File: config.mk
export PLATFORM = sky130hd
export DESIGN_NAME = mf3_median
export DESIGN_NICKNAME = d
export VERILOG_FILES = /design/src/rtl/median_filter_3x3_clipped_unit_defines.svh /design/src/rtl/mf3_pkg.sv /design/src/rtl/mf3_median.sv
export SDC_FILE = /design/constraint.sdc
export NUM_CORES = 1
export LEC_CHECK = 0
export ABC_CLOCK_PERIOD_IN_PS = 12600
export BUFFER_PORTS_ARGS = -buffer_cell sky130_fd_sc_hd__buf_2
export CORE_MARGIN = 5
export CORE_UTILIZATION = 47
export DETAILED_ROUTE_END_ITERATION = 6
export PLACE_DENSITY = 0.68
export RECOVER_POWER = 100
export SLEW_MARGIN = 20
export SYNTH_ARGS = -nofsm -noshare
export SYNTH_HDL_FRONTEND = slang
export SYNTH_SLANG_ARGS = --single-unit
File: constraint.sdc
create_clock -name vclk -period 12.6
set_clock_uncertainty 0.05 [all_clocks]
set_input_delay 1.89 -clock vclk [all_inputs]
set_output_delay 1.89 -clock vclk [all_outputs]
set_load 0.03 [all_outputs]
File: src/rtl/median_filter_3x3_clipped_unit_defines.svh
// Assertion macros for the clipped 3x3 median filter.
`ifndef MEDIAN_FILTER_3X3_CLIPPED_UNIT_DEFINES_SVH
`define MEDIAN_FILTER_3X3_CLIPPED_UNIT_DEFINES_SVH

// Same-cycle implication, checked out of reset.
`define MF3_ASSERT_NOW(lbl, ante, cons) \
  lbl: assert property (@(posedge clk_i) disable iff (!rst_ni) (ante) |-> (cons)) \
    else $error("mf3 check failed");

// Next-cycle implication, checked out of reset.
`define MF3_ASSERT_NEXT(lbl, ante, cons) \
  lbl: assert property (@(posedge clk_i) disable iff (!rst_ni) (ante) |=> (cons)) \
    else $error("mf3 check failed");

`endif

File: src/rtl/mf3_pkg.sv
// Types, constants and the median selection function of the 3x3 median filter.
package mf3_pkg;

  localparam int unsigned PIX_W       = 8;
  localparam int unsigned ROW_W       = 16;
  localparam int unsigned COL_OUT_W   = 10;
  localparam int unsigned WIDTH_CFG_W = 11;
  localparam int unsigned CFG_DATA_W  = 16;
  localparam int unsigned CFG_IDX_W   = 1;
  localparam int unsigned OUT_DEPTH   = 4;
  localparam int unsigned OUT_PTR_W   = 2;
  localparam int unsigned OUT_CNT_W   = 3;

  localparam logic CMD_PIXEL = 1'b0;
  localparam logic CMD_FLUSH = 1'b1;

  localparam logic [CFG_IDX_W-1:0] REG_IMAGE_WIDTH  = 1'b0;
  localparam logic [CFG_IDX_W-1:0] REG_IMAGE_HEIGHT = 1'b1;

  localparam logic [WIDTH_CFG_W-1:0] RESET_WIDTH  = 11'd640;
  localparam logic [ROW_W-1:0]       RESET_HEIGHT = 16'd480;

  typedef struct packed {
    logic             command;
    logic [PIX_W-1:0] pixel;
  } in_t;

  typedef struct packed {
    logic [PIX_W-1:0]     median;
    logic [ROW_W-1:0]     out_row;
    logic [COL_OUT_W-1:0] out_col;
    logic                 last;
    logic                 frame_done;
  } out_t;

  // Window bytes, index row*3 + column; rows oldest first, columns oldest first.
  typedef logic [8:0][PIX_W-1:0] win_t;

  // Control carried from the input register to the result stage.
  typedef struct packed {
    logic                 shift;
    logic                 res_a;
    logic                 res_b;
    logic                 left_a;
    logic                 left_b;
    logic                 top;
    logic                 bot;
    logic                 last_a;
    logic                 done_b;
    logic                 par;
    logic [PIX_W-1:0]     pixel;
    logic [ROW_W-1:0]     row;
    logic [COL_OUT_W-1:0] col_a;
    logic [COL_OUT_W-1:0] col_b;
  } s1_t;

  typedef enum logic [2:0] {
    PR_NONE  = 3'b001,
    PR_HALF  = 3'b010,
    PR_READY = 3'b100
  } prime_e;

  // Median of the masked window entries; even counts average the middle pair.
  function automatic logic [PIX_W-1:0] median_sel(input win_t v, input logic [8:0] m);
    logic [3:0]       rank [9];
    logic [3:0]       n;
    logic [3:0]       half;
    logic [PIX_W-1:0] lo;
    logic [PIX_W-1:0] hi;
    logic [PIX_W:0]   sum;
    n  = 4'd0;
    lo = '0;
    hi = '0;
    for (int i = 0; i < 9; i++) begin
      n = n + 4'(m[i]);
    end
    for (int i = 0; i < 9; i++) begin
      rank[i] = 4'd0;
      for (int j = 0; j < 9; j++) begin
        if (m[j] && ((v[j] < v[i]) || ((v[j] == v[i]) && (j < i)))) begin
          rank[i] = rank[i] + 4'd1;
        end
      end
    end
    half = n >> 1;
    for (int i = 0; i < 9; i++) begin
      if (m[i] && (rank[i] == half)) hi = v[i];
      if (m[i] && (rank[i] == (half - 4'd1))) lo = v[i];
    end
    sum = {1'b0, lo} + {1'b0, hi};
    if (n[0]) begin
      return hi;
    end
    return sum[PIX_W:1];
  endfunction

endpackage

File: src/rtl/mf3_median.sv
// Clipped-window masks and the two median selectors of the result stage.
module mf3_median import mf3_pkg::*; (
  input  win_t win_i,
  input  s1_t  ctl_i,
  output out_t res_a_o,
  output out_t res_b_o
);

  logic [8:0] mask_a;
  logic [8:0] mask_b;

  // Result A is centered on the middle column, result B on the newest column.
  always_comb begin
    mask_a[0] = ctl_i.top & ctl_i.left_a;
    mask_a[1] = ctl_i.top;
    mask_a[2] = ctl_i.top;
    mask_a[3] = ctl_i.left_a;
    mask_a[4] = 1'b1;
    mask_a[5] = 1'b1;
    mask_a[6] = ctl_i.bot & ctl_i.left_a;
    mask_a[7] = ctl_i.bot;
    mask_a[8] = ctl_i.bot;

    mask_b[0] = 1'b0;
    mask_b[1] = ctl_i.top & ctl_i.left_b;
    mask_b[2] = ctl_i.top;
    mask_b[3] = 1'b0;
    mask_b[4] = ctl_i.left_b;
    mask_b[5] = 1'b1;
    mask_b[6] = 1'b0;
    mask_b[7] = ctl_i.bot & ctl_i.left_b;
    mask_b[8] = ctl_i.bot;
  end

  always_comb begin
    res_a_o.median     = median_sel(win_i, mask_a);
    res_a_o.out_row    = ctl_i.row;
    res_a_o.out_col    = ctl_i.col_a;
    res_a_o.last       = ctl_i.last_a;
    res_a_o.frame_done = 1'b0;

    res_b_o.median     = median_sel(win_i, mask_b);
    res_b_o.out_row    = ctl_i.row;
    res_b_o.out_col    = ctl_i.col_b;
    res_b_o.last       = 1'b1;
    res_b_o.frame_done = ctl_i.done_b;
  end

endmodule

==> results of run 1 <==
## timing repair
item | 4_1_cts | 5_1_grt
resized for setup | 32 | 87
endpoints found under the setup margin | 7 | 8
cloned | 0 | 0
setup buffers | 1 | 16
pin swaps | 17 | 52
## cells by family (layout without fill, tap and decap cells)
group           count (synthesis)  after routing
xor+xnor                      190            190
compound gates                780            780
mux                            44             44
buf+inv                       300            609
other cells                     2              4
fa+ha+maj                     402            402
simple gates                  875            875
## Yosys cell counts (all sizes together) (65+ instances only)
library cell  count  area, sq um
nand3           109        560.5
nor3             65        335.3
a21oi           164        832.1
buf              73        505.5
xnor2           118         1116
ha              398         4980
inv             169        634.4
nand2           205        774.5
o21ai           135        683.2
nand4            69        444.2
o211ai           74        560.5
nor2            168        638.1
## metrics by stage
step | setup slack, ns | utilization
detailed placement | -0.4766 | 0.5511
floorplan | 0.1007 | -
CTS | 0.02046 | 0.5550
global route | -0.3917 | 0.5671
finish | 0.04235 | 0.5672
global placement | -0.4188 | 0.5511
## path summary, 6_finish.rpt
path | from | cells after the start | slack, ns | to
hold / removal | ctl_i[18] | 0 | 3.73 | res_a_o[10]
setup / recovery | win_i[9] | 53 | 0.04 | res_a_o[32]
## per-layer routing
metal	wire length (microns)	track usage
met3	10560	0.08299
met4	7555	0.2310
met1	35980	0.4998
met2	37010	0.5859
met5	27	0
## layout make-up
type               instances  share of cell area
inverters                174             0.02940
multi-input cells       2293              0.8019
diodes                     2           0.0002211
well taps                525             0.02902
repair buffers           435              0.1395
==> impl_metrics.py, run 1 <==
metrics = {
    "floorplan": {
        "die-area_sq_um": 44740,
        "io_pins": 198,
        "rows": 73,
        "dieHeight_microns": 211.5,
        "fp.coreArea_sq_um": 39910,
        "dieWidth_microns": 211.5,
        "start_util": 0.4782,
    },
    "cells_and_area": {
        "fin_area_sq_um": 22640,
        "multi_input_area_sq_um": 18150,
        "nFillCells": 3809,
        "synthToLayoutAreaGrowth_pct": 18.60,
        "flops_and_latches": 0,
        "final_common_cell": "ha_1",
        "final_cell_mix": "ha_1, buf_4, nand2_1",
        "layout-drive-gt1-share": 0.2071,
        "ff_latch_area_sq_um": 0,
        "layout.clock_buffers": 0,
        "final_nets": 3431,
        "final_cells": 3429,
    },
    "routing": {
        "vias_per_cell": 6.649,
        "drc": 5,
        "drtIter0Drc": 2439,
        "dr_total_vias": 22800,
        "wl_per_cell_microns": 26.58,
        "wl_mm": 91.14,
        "dr.pass1.iters": 7,
        "ant_nets": 0,
    },
    "setup_path": {
        "required_ns": 10.66,
        "start_kind": "primary input",
        "cp.arrival_ns": 10.62,
        "cp_slowest_stage_delay_ns": 0.38,
        "crit_path_top_delay_cell": "or3_4",
        "crit_path_end_kind": "output pin",
        "crit_fanout": 3,
        "cpMostUsedCell": "ha_4",
        "critPathBufInv": 8,
        "critPathTopFamily": "compound AO/OA/AOI/OAI gates",
        "critPathKind": "in -> out",
    },
    "timing": {
        "hold_slack_ns": 3.730,
        "tns_ns": 0,
        "report.final.slew_viol_count": 0,
        "rsz0062_at_grt": "true",
        "worstMarginPinSlew_ns": 1.208,
        "hold_violations": 0,
        "setup_violations": 0,
        "timing.final.crit_period_ns": 12.56,
        "slew_headroom": 0.1946,
        "fin_crit_sh": 0.9966,
        "fmax_mhz": 79.63,
    },
    "global_routing": {
        "grt_pass1_wl_mm": 131.9,
        "overflow": 0,
        "grt_pass1_vias": 21670,
        "grt_start_max_net_pins": 28,
        "antenna_found_initial": 6,
        "grt_usage": 0.3855,
    },
    "placed_design": {
        "dp_cells": 3410,
        "gp_congestion": 1.090,
        "dp_hpwl_mm": 74.54,
        "port_buffers": 92,
        "postPlaceCellArea_sq_um": 22000,
    },
    "synthesis": {
        "syn-mean-instance-area_sq_um": 7.361,
        "synth_top_family_by_area": "compound AO/OA/AOI/OAI gates",
        "synth_fa_ha_area_frac": 0.2646,
        "synthMuxAreaShare": 0.02360,
        "yosysWarnings": 0,
        "synth-xor-area-share": 0.1164,
        "synth_fp_nets": 3120,
        "synthesis.area_sq_um": 19090,
        "syn_inst": 2593,
        "synth-compound-area-share": 0.2866,
        "synth_cell_types": 116,
        "yosysSeqAreaShare": 0,
        "synth-simple-area-share": 0.2374,
    },
    "clock_tree": {
        "holdBufCountCts": 0,
    },
    "outcome": {
        "status": "finished with violations",
        "violations": "design-rule violations",
    },
    "run": {
        "drv_cap": 0,
    },
    "min_path": {
        "hold_path.class": "in -> out",
    },
}
==> run 2: changes to the inputs <==
- ABC_CLOCK_PERIOD_IN_PS: 12600 -> 10100
- clock period: 12.6 -> 10.1 ns (I/O delays scaled with it)
==> run 2 against run 1 <==
The flow finishes with violations (negative setup slack). Final cell count grew 13%. Global-route usage rose by 3.4 points. Critical path depth decreased by 1. Core utilization rose by 9.4 points. Hold slack lost 0.75 ns. Sequential share of layout area stayed put.
==> impl_metrics.py, run 2 (synthesized netlist as in run 1, its figures left out) <==
metrics = {
    "floorplan": {
        "fp.coreArea_sq_um": 39910,
        "dieHeight_microns": 211.5,
        "start_util": 0.4782,
        "io_pins": 198,
        "die-area_sq_um": 44740,
        "rows": 73,
        "dieWidth_microns": 211.5,
    },
    "cells_and_area": {
        "synthToLayoutAreaGrowth_pct": 38.35,
        "final_common_cell": "buf_4",
        "final_cell_mix": "buf_4, ha_1, nand2_1",
        "layout.clock_buffers": 0,
        "final_nets": 3865,
        "ff_latch_area_sq_um": 0,
        "fin_util": 0.6616,
        "layout-drive-gt1-share": 0.3306,
        "flops_and_latches": 0,
    },
    "setup_path": {
        "crit_start": "win_i[13]",
        "crit_path_end_kind": "output pin",
        "crit_path_top_delay_cell": "xor3_1",
        "start_kind": "primary input",
        "required_ns": 8.54,
        "cp_slowest_stage_delay_ns": 0.48,
        "critPathKind": "in -> out",
        "crit_fanout": 5,
        "cpMostUsedCell": "buf_4",
        "cp.arrival_ns": 10.06,
    },
    "timing": {
        "rsz0062_at_grt": "true",
        "report.final.slew_viol_count": 0,
        "slew_headroom": 0.1889,
        "fmax_mhz": 86.00,
        "setup_ws_ns": -1.528,
        "worstMarginPinSlew_ns": 1.209,
        "hold_violations": 0,
        "setup_violations": 10,
        "timing.final.crit_period_ns": 11.63,
        "fin_crit_sh": 1.151,
    },
    "global_routing": {
        "grt_pass1_vias": 23410,
        "grt_pass1_wl_mm": 143.0,
        "grt_usage": 0.4197,
        "antenna_found_initial": 1,
        "overflow": 0,
        "grt_start_max_net_pins": 29,
    },
    "routing": {
        "drc": 0,
        "wl_per_cell_microns": 26.03,
        "ant_nets": 0,
        "wl_mm": 100.5,
        "drtIter0Drc": 3243,
        "vias_per_cell": 6.456,
        "dr.pass1.iters": 6,
        "dr_total_vias": 24940,
    },
    "min_path": {
        "hold_path.class": "in -> out",
        "whs_path_depth": 0,
        "holdPathEnd": "res_a_o[10]",
        "hp-start": "ctl_i[18]",
    },
    "run": {
        "drv_cap": 0,
    },
    "placed_design": {
        "gp_congestion": 1.069,
        "port_buffers": 92,
        "dp_hpwl_mm": 82.11,
    },
    "outcome": {
        "status": "finished with violations",
        "violations": "negative setup slack",
    },
}
==> run 2: cell types whose count changed in the layout (fill, tap and decap cells not counted), moves of 5 or more <==
cell      before  now
a21oi_2       11   22
a221oi_1      11    6
o21ai_1       23   36
ha_4           9   16
buf_6          7   18
buf_4        337  767
a221oi_2       2    8
a21oi_1      153  141
ha_1         387  379
o21ai_0      109   95
==> run 2: area by class of cell <==
class              count  area [sq um]
diodes                 2         5.005
inverters            174         676.9
fillers             3468         13510
repair buffers       869          6440
multi-input cells   2293         18630
well taps            525         656.9
==> run 2: worst max-delay path, delay by kind of cell <==
kind / cells / cell delay [ns]
and+or+nand+nor: 13 / 1.77
adders and majority gates: 6 / 1.61
muxes: 1 / 0.11
AOI/OAI and AO/OA: 12 / 2.27
xor gates and xnor gates: 1 / 0.48
buffers and inverters: 19 / 2.28
==> run 2: per-layer routing <==
| layer | up-vias | part of all wire | GRT usage |
|---|---|---|---|
| li1 | 11310 | - | - |
| met1 | 11730 | 0.39 | 0.5544 |
| met2 | 1547 | 0.41 | 0.6281 |
| met3 | 355 | 0.13 | 0.09810 |
| met4 | 2 | 0.072 | 0.2341 |
| met5 | - | 0.00016 | 0 |
==> run 2: metrics by stage <==
step	setup TNS, ns	hold WS (ns)	instances	cell area, sq um	setup slack [ns]
after floorplan	-6.460	3.112	2593	19260	-1.162
after global placement	-12.39	2.980	3824	25250	-1.785
after detailed placement	-13.98	2.980	3824	25250	-1.896
after CTS	-10.88	2.980	3847	25760	-1.557
after global routing	-14.87	2.980	3861	26400	-1.869
final	-11.03	2.980	3863	26410	-1.528
==> run 2: worst max-delay path by stage <==
stage | endpoint | slack [ns] | cells after the start
after detailed placement | res_a_o[33] | -1.90 | 50
after CTS | res_a_o[32] | -1.56 | 50
after floorplan | res_a_o[32] | -1.16 | 52
after global routing | res_a_o[33] | -1.87 | 52
final | res_a_o[33] | -1.53 | 52
after global placement | res_a_o[34] | -1.78 | 51
==> run 2: repair_timing <==
action,CTS,global route
gates resized for setup,81,129
setup buffers,23,14
pin swaps,47,56
cloned,0,1
endpoints found under the setup margin,12,14
hold buffers,0,0
