## src/rtl/median_filter_3x3_clipped_unit_defines.svh

```systemverilog
// Assertion macros for the clipped 3x3 median filter.
`ifndef MEDIAN_FILTER_3X3_CLIPPED_UNIT_DEFINES_SVH
`define MEDIAN_FILTER_3X3_CLIPPED_UNIT_DEFINES_SVH

// Same-cycle implication, checked out of reset.
`define MF3_ASSERT_NOW(lbl, ante, cons) \
  lbl: assert property (@(posedge clk_i) disable iff (!rst_ni) (ante) |-> (cons)) \
    else $error("mf3 check failed");

// Next-cycle implication, checked out of reset.
`define MF3_ASSERT_NEXT(lbl, ante, cons) \
  lbl: assert property (@(posedge clk_i) disable iff (!rst_ni) (ante) |=> (cons)) \
    else $error("mf3 check failed");

`endif

```

## src/rtl/mf3_pkg.sv

```systemverilog
// Types, constants and the median selection function of the 3x3 median filter.
package mf3_pkg;

  localparam int unsigned PIX_W       = 8;
  localparam int unsigned ROW_W       = 16;
  localparam int unsigned COL_OUT_W   = 10;
  localparam int unsigned WIDTH_CFG_W = 11;
  localparam int unsigned CFG_DATA_W  = 16;
  localparam int unsigned CFG_IDX_W   = 1;
  localparam int unsigned OUT_DEPTH   = 4;
  localparam int unsigned OUT_PTR_W   = 2;
  localparam int unsigned OUT_CNT_W   = 3;

  localparam logic CMD_PIXEL = 1'b0;
  localparam logic CMD_FLUSH = 1'b1;

  localparam logic [CFG_IDX_W-1:0] REG_IMAGE_WIDTH  = 1'b0;
  localparam logic [CFG_IDX_W-1:0] REG_IMAGE_HEIGHT = 1'b1;

  localparam logic [WIDTH_CFG_W-1:0] RESET_WIDTH  = 11'd640;
  localparam logic [ROW_W-1:0]       RESET_HEIGHT = 16'd480;

  typedef struct packed {
    logic             command;
    logic [PIX_W-1:0] pixel;
  } in_t;

  typedef struct packed {
    logic [PIX_W-1:0]     median;
    logic [ROW_W-1:0]     out_row;
    logic [COL_OUT_W-1:0] out_col;
    logic                 last;
    logic                 frame_done;
  } out_t;

  // Window bytes, index row*3 + column; rows oldest first, columns oldest first.
  typedef logic [8:0][PIX_W-1:0] win_t;

  // Control carried from the input register to the result stage.
  typedef struct packed {
    logic                 shift;
    logic                 res_a;
    logic                 res_b;
    logic                 left_a;
    logic                 left_b;
    logic                 top;
    logic                 bot;
    logic                 last_a;
    logic                 done_b;
    logic                 par;
    logic [PIX_W-1:0]     pixel;
    logic [ROW_W-1:0]     row;
    logic [COL_OUT_W-1:0] col_a;
    logic [COL_OUT_W-1:0] col_b;
  } s1_t;

  typedef enum logic [2:0] {
    PR_NONE  = 3'b001,
    PR_HALF  = 3'b010,
    PR_READY = 3'b100
  } prime_e;

  // Median of the masked window entries; even counts average the middle pair.
  function automatic logic [PIX_W-1:0] median_sel(input win_t v, input logic [8:0] m);
    logic [3:0]       rank [9];
    logic [3:0]       n;
    logic [3:0]       half;
    logic [PIX_W-1:0] lo;
    logic [PIX_W-1:0] hi;
    logic [PIX_W:0]   sum;
    n  = 4'd0;
    lo = '0;
    hi = '0;
    for (int i = 0; i < 9; i++) begin
      n = n + 4'(m[i]);
    end
    for (int i = 0; i < 9; i++) begin
      rank[i] = 4'd0;
      for (int j = 0; j < 9; j++) begin
        if (m[j] && ((v[j] < v[i]) || ((v[j] == v[i]) && (j < i)))) begin
          rank[i] = rank[i] + 4'd1;
        end
      end
    end
    half = n >> 1;
    for (int i = 0; i < 9; i++) begin
      if (m[i] && (rank[i] == half)) hi = v[i];
      if (m[i] && (rank[i] == (half - 4'd1))) lo = v[i];
    end
    sum = {1'b0, lo} + {1'b0, hi};
    if (n[0]) begin
      return hi;
    end
    return sum[PIX_W:1];
  endfunction

endpackage

```

## src/rtl/mf3_out_fifo.sv

```systemverilog
// Result queue: takes up to two results a cycle, hands out one per transfer.
module mf3_out_fifo import mf3_pkg::*; (
  input  logic                 clk_i,
  input  logic                 rst_ni,
  input  logic                 push_a_i,
  input  logic                 push_b_i,
  input  out_t                 data_a_i,
  input  out_t                 data_b_i,
  output logic                 out_valid_o,
  input  logic                 out_stall_i,
  output out_t                 out_o,
  output logic [OUT_CNT_W-1:0] count_o
);

  out_t                 mem [OUT_DEPTH];
  logic [OUT_PTR_W-1:0] wr_q, wr_d;
  logic [OUT_PTR_W-1:0] rd_q, rd_d;
  logic [OUT_CNT_W-1:0] cnt_q, cnt_d;
  logic                 pop;

  assign pop         = (cnt_q != '0) && !out_stall_i;
  assign out_valid_o = (cnt_q != '0);
  assign out_o       = mem[rd_q];
  assign count_o     = cnt_q;

  always_comb begin
    wr_d  = wr_q + OUT_PTR_W'(push_a_i) + OUT_PTR_W'(push_b_i);
    rd_d  = rd_q + OUT_PTR_W'(pop);
    cnt_d = cnt_q + OUT_CNT_W'(push_a_i) + OUT_CNT_W'(push_b_i) - OUT_CNT_W'(pop);
  end

  always_ff @(posedge clk_i) begin
    if (push_a_i) begin
      mem[wr_q] <= data_a_i;
    end
    if (push_b_i) begin
      mem[wr_q + OUT_PTR_W'(push_a_i)] <= data_b_i;
    end
  end

  always_ff @(posedge clk_i or negedge rst_ni) begin
    if (!rst_ni) begin
      wr_q  <= '0;
      rd_q  <= '0;
      cnt_q <= '0;
    end else begin
      wr_q  <= wr_d;
      rd_q  <= rd_d;
      cnt_q <= cnt_d;
    end
  end

endmodule

```

## config.mk

```make
export PLATFORM = sky130hd
export DESIGN_NAME = mf3_out_fifo
export DESIGN_NICKNAME = d
export VERILOG_FILES = /design/src/rtl/median_filter_3x3_clipped_unit_defines.svh /design/src/rtl/mf3_pkg.sv /design/src/rtl/mf3_out_fifo.sv
export SDC_FILE = /design/constraint.sdc
export NUM_CORES = 1
export LEC_CHECK = 0
export BUFFER_PORTS_ARGS = -buffer_cell sky130_fd_sc_hd__buf_2
export CAP_MARGIN = 0
export CORE_MARGIN = 3
export CORE_UTILIZATION = 35
export DETAILED_ROUTE_END_ITERATION = 10
export GPL_TIMING_DRIVEN = 0
export SYNTH_ARGS = -nofsm -noshare
export SYNTH_HDL_FRONTEND = slang
export SYNTH_SLANG_ARGS = --single-unit
export TNS_END_PERCENT = 50
```

## constraint.sdc

```tcl
create_clock -name clk_i -period 2.4 [get_ports clk_i]
set_input_delay 0.48 -clock clk_i [delete_from_list [all_inputs] [get_ports clk_i]]
set_output_delay 0.48 -clock clk_i [all_outputs]
set_load 0.02 [all_outputs]
```

==> impl_metrics.csv, run 1 <==
group,metric,value,unit
cells_and_area,syn_to_final_growth,26.8,%
logic_synthesis,netlist_area,7530,um2
critical_path,reg2reg_from,"count_o[1]",
die,start_util,35.7,%
cts,cts_buffers,17,
die,die-area,23300,um2
cts,cts.htree.levels,4,
timing,tightest_slew,0.435,ns
die,die_h,153,um
critical_path,endpoint_kind,"flip-flop",
logic_synthesis,ys.warnings.count,0,
cts,clock_sinks,151,
logic_synthesis,synth-main-ff-cell,"edfxtp_1",
critical_path,crit_arrival,2.68,ns
placed_design,port_buffers,116,
cts,cts.clk_slew.worst_paths,0.06,ns
timing,maxSlewHeadroom,71.0,%
die,core,21100,um2
timing,clock_skew,0.00722,ns
cts,root_buffer,"clkbuf_16",
global_route,grt_pass1_wl,27600,um
critical_path,cp_slowest_stage_delay,0.39,ns
global_route,grt_overflow,0,
min_path,hold_path_class,"in2reg",
power,report.power.total,13.5,mW
power,p_leak,3.50,nW
placed_design,pre_cts_ws,-0.987,ns
placed_design,dp_hpwl,10500,um
power,peakVddDrop,0.699,mV
detailed_routing,drc,0,
detailed_routing,via_per_inst,5.04,
die,die_w,153,um
critical_path,cp-startpoint,"count_o[1]",
timing,max_freq,0.422,GHz
cells_and_area,fin_area,9550,um2
critical_path,crit_required,2.71,ns
timing,finalHoldViolations,0,
logic_synthesis,synth_nets,464,
timing,rsz0062_at_grt,"true",
detailed_routing,wl_per_cell,22.0,um
global_route,grt_usage,16.0,%
global_route,grt_pass1_vias,4594,
critical_path,critPathMaxFanout,2,
cts,clockBufferDepth,2,
critical_path,path_class,"reg2reg",
logic_synthesis,synthDistinctLibCells,26,
critical_path,cpMaxStageDelayCell,"dfrtp_1",
placed_design,place.gp.congestion,0.703,
cells_and_area,nets,624,
detailed_routing,drt-initial-drc-count,225,
cts,cts_tree,"built",
logic_synthesis,synth_cells,381,
run_status,status,"finished clean",
logic_synthesis,synth-async-reset-ratio,4.64,%
detailed_routing,first_pass_iters,4,
timing,fin_crit_sh,98.8,%
timing,period_minus_slack,2.37,ns
timing,slew_viol_final,0,
min_path,worstHoldStart,"push_b_i",
detailed_routing,antenna_left,0,
logic_synthesis,synth-seq-cells,151,
logic_synthesis,yosysSeqAreaShare,59.7,%
die,pin_count,117,
critical_path,crit_path_cell_trace,"or3_4, nor2b_1, ha_1, inv_1, fa_1, fa_2, xnor2_2, xnor2_1",
timing,setup_ws,0.0287,ns
detailed_routing,vias,4185,
detailed_routing,totalWireLength,18300,um
global_route,antenna_found_initial,4,
die,std_cell_rows,53,
critical_path,cp-start-kind,"flip-flop",
power,power.density,1410,nW/um2
cts,insertion_delay,0.42,ns
job,cap_viol_max_count,0,
logic_synthesis,avgSynthCellArea,19.8,um2
timing,setup_viol,0,
cells_and_area,drive_above_1_share,68.8,%
placed_design,dpl_cell_area,8470,um2
global_route,grt_max_degree,19,
logic_synthesis,synth_edf_count,144,
==> path summary, 6_finish.rpt <==
check                        endpoint  slack [ns]  depth (start not counted)
min                           wr_q[0]        0.33                          2
max reg2reg                count_o[2]        0.03                          8
max                        count_o[2]        0.03                          8
max in group asynchronous     rd_q[1]        1.79                          2
min reg2reg                count_o[2]        0.66                          2
min in group asynchronous     wr_q[1]        0.42                          2
==> critical path: cells and delay by family, from the launching register on <==
family	cells	cell delay, ns
XOR/XNOR	2	0.27
buffers and inverters	1	0.04
adder cells (fa/ha/maj)	3	1.01
flip-flops	1	0.39
AND/OR/NAND/NOR	2	0.54
==> synthesized netlist by cell type (2+ instances only) <==
master	count	area, um2
edfxtp_1	144	4320
mux2_2	104	1170
mux4_2	36	811
mux2_4	35	526
buf_6	8	90.1
dfrtp_1	7	175
inv_1	6	22.5
mux2_1	5	56.3
a31o_2	4	35.0
buf_2	4	20.0
ha_1	4	50.1
buf_12	3	60.1
buf_4	3	22.5
clkbuf_1	3	11.3
xnor2_1	3	26.3
fa_1	2	40.0
==> layout make-up <==
class	count	area, um2
fillers	1862	11500
flip-flops and latches	151	4500
multi-input cells	206	2940
repair buffers	138	886
clock buffers	17	425
well taps	275	344
plain buffers	21	279
clock inverters	15	153
inverters	6	22.5
diodes	1	2.50
==> layout by cell type, fill, tap and decap left out, drive strengths merged <==
cell / instances
dfrtp: 7
xor2: 1
buf: 157
xnor2: 4
diode: 1
bufinv: 2
inv: 9
clkinv: 7
and3: 1
a31o: 8
dlygate4sd3: 1
mux2: 144
edfxtp: 144
nand2: 1
clkbuf: 18
nor3: 1
nor3b: 1
ha: 4
or3: 1
mux4: 36
fa: 2
clkinvlp: 3
nor2b: 1
nor2: 1
==> timing repair <==
action,in CTS,in global routing
endpoints found under the setup margin,175,68
hold buffers,1,0
resized for setup,32,4
setup buffers,9,12
gates cloned,4,0
hold endpoints to repair,7,0
pin swaps,2,0
==> per-layer routing <==
| layer | track usage [%] | part of all wire, % |
|---|---|---|
| met5 | 0 | 0.22 |
| met1 | 19.1 | 41 |
| met3 | 4.52 | 4.6 |
| met4 | 5.43 | 1.8 |
| met2 | 27.7 | 52 |
==> power by group <==
part | leakage (nW) | internal [mW] | switching (mW)
logic | 1.80 | 3.04 | 3.23
registers | 1.43 | 4.24 | 0.313
clock network | 0.275 | 1.53 | 1.11
total | 3.50 | 8.81 | 4.66
==> logic make-up after synthesis <==
logic type               synth area share, %
multiplexers                            34.0
flip-flops                              59.7
adder cells (fa/ha/maj)                 1.20
buffers and inverters                   3.06
XOR/XNOR                               0.681
AO/OA/AOI/OAI                          0.465
AND/OR/NAND/NOR                        0.831
==> registers in the layout (all words and copies together), names as in the netlist <==
name	flops
count_o	3
wr_q	2
rd_q	2
mem	144
==> through the flow <==
stage / instances / hold slack, ns / util, % / TNS [ns]
global placement: 772 / 0.322 / 40.2 / -130.28
global route: 830 / 0.344 / 45.3 / -0.157
detailed placement: 772 / 0.331 / 40.2 / -133.41
finish: 830 / 0.333 / 45.3 / 0
CTS: 817 / 0.319 / 44.5 / -0.0526
floorplan: 381 / 0.184 / - / -3.17
Power figures use the tool's default switching activity.
==> inputs of run 2 (changes only) <==
- MAX_ROUTING_LAYER: unset -> met4
==> run 2 against run 1 <==
Compared with the run above:
- power about the same
- combinational power about the same
- critical endpoint unchanged
- sequential share of layout area about the same
- critical path type unchanged
- first-iteration DRC count increased by 18%
- largest cell class unchanged
==> impl_metrics.csv, run 2 (same netlist as run 1, synthesis figures left out) <==
group,metric,value,unit
run_status,status,"finished clean",
timing,tightest_slew,0.437,ns
critical_path,r2r_slack,0.03,ns
timing,max_freq,0.422,GHz
cts,clock_sinks,151,
global_route,antenna_found_initial,4,
timing,slew_viol_final,0,
cells_and_area,layout.cells.non_filler,833,
cts,cts_tree,"built",
power,power.density,1410,nW/um2
global_route,grt_max_degree,19,
detailed_routing,first_pass_iters,4,
cts,cts_buffers,17,
global_route,grt_pass1_vias,4601,
cts,insertion_delay,0.42,ns
cells_and_area,drive_above_1_share,68.8,%
cts,root_buffer,"clkbuf_16",
placed_design,place_inst,772,
cells_and_area,layout_commonest_cell,"edfxtp_1",
die,core,21100,um2
global_route,grt_overflow,0,
die,start_util,35.7,%
die,die_w,153,um
timing,period_minus_slack,2.37,ns
die,die-area,23300,um2
cts,cts.clk_slew.worst_paths,0.06,ns
timing,fin_crit_sh,98.9,%
detailed_routing,drt-initial-drc-count,266,
placed_design,dp_hpwl,10500,um
die,std_cell_rows,53,
timing,finalHoldViolations,0,
placed_design,place.gp.congestion,0.710,
critical_path,crit_end,"count_o[2]",
timing,clock_skew,0.00831,ns
power,p_leak,3.50,nW
detailed_routing,wl_per_cell,22.0,um
timing,setup_viol,0,
critical_path,reg2reg_depth,8,
placed_design,pre_cts_ws,-0.987,ns
detailed_routing,via_per_inst,5.03,
detailed_routing,vias,4186,
placed_design,port_buffers,116,
critical_path,path_class,"reg2reg",
cells_and_area,largest_reg_flops,144,
global_route,grt_pass1_wl,27500,um
critical_path,crit_arrival,2.68,ns
detailed_routing,totalWireLength,18300,um
critical_path,reg2reg_from,"count_o[1]",
die,die_h,153,um
critical_path,cp-start-kind,"flip-flop",
cells_and_area,largest-register,"mem",
critical_path,r2r_end,"count_o[2]",
detailed_routing,drc,0,
min_path,hold_path_class,"in2reg",
detailed_routing,antenna_left,0,
timing,setup_ws,0.0276,ns
job,cap_viol_max_count,0,
cts,cts.htree.levels,4,
critical_path,critPathMaxFanout,2,
timing,rsz0062_at_grt,"true",
min_path,worstHoldStart,"push_b_i",
critical_path,cp-startpoint,"count_o[1]",
cells_and_area,nets,624,
timing,maxSlewHeadroom,70.9,%
cells_and_area,layout_common_cells,"edfxtp_1, buf_2, mux2_2",
die,pin_count,117,
global_route,grt_usage,16.4,%
cts,clockBufferDepth,2,
cells_and_area,syn_to_final_growth,26.9,%
power,peakVddDrop,0.699,mV
critical_path,crit_required,2.71,ns
critical_path,endpoint_kind,"flip-flop",
-- run 2: cell type report --
cell class | count | area [um2]
Clock buffer | 17 | 425
Multi-Input combinational cell | 206 | 2940
Antenna cell | 4 | 10.0
Clock inverter | 15 | 153
Timing Repair Buffer | 138 | 886
Tap cell | 275 | 344
Inverter | 6 | 22.5
Fill cell | 1858 | 11500
Sequential cell | 151 | 4500
Buffer | 21 | 282
-- run 2: where the power goes --
part	leakage, nW	internal (mW)	total, mW	switching (mW)
Sequential	1.43	4.24	4.56	0.313
Clock	0.275	1.53	2.65	1.12
Combinational	1.80	3.04	6.27	3.23
-- run 2: how the worst min path moves through the flow --
stage | to | slack [ns] | cells past startpoint
finish | wr_q[0] | 0.33 | 2
global route | wr_q[0] | 0.34 | 2
CTS | wr_q[0] | 0.32 | 2
detailed placement | count_o[2] | 0.33 | 1
global placement | count_o[2] | 0.32 | 1
floorplan | count_o[0] | 0.18 | 0
-- run 2: what timing repair did --
| item | 4_1_cts | 5_1_grt |
|---|---|---|
| gates cloned | 4 | 0 |
| hold buffers | 1 | 0 |
| buffers inserted | 9 | 12 |
| hold endpoints to repair | 7 | 0 |
| pin swaps | 2 | 0 |
| setup endpoints to repair | 175 | 68 |
| gates resized for setup | 32 | 5 |
-- run 2: worst max-delay path, cell delays in order (launching register included) --
cell     delay [ns]
dfrtp_1        0.39
or3_4          0.38
nor2b_1        0.16
ha_1           0.27
inv_1          0.04
fa_1           0.37
fa_2           0.37
xnor2_2        0.15
xnor2_1        0.12
-- run 2: layer usage --
layer	share of wire, %	GRT usage, %	up-vias
met3	4.7	4.46	24
met1	42	19.2	2152
met4	1.6	5.30	0
li1	-	-	1896
met5	0	-	-
met2	52	27.7	114
-- run 2: stage by stage --
stage	hold WS, ns	instance area (um2)	total power, mW	utilization, %	setup TNS (ns)
5_1_grt	0.343	9560	14.1	45.3	-0.161
6_report	0.334	9560	13.5	45.3	0
2_1_floorplan	0.184	7550	8.29	-	-3.17
3_5_place_dp	0.331	8470	10.0	40.2	-133.41
3_3_place_gp	0.322	8470	9.90	40.2	-130.28
4_1_cts	0.319	9380	13.3	44.5	-0.0526
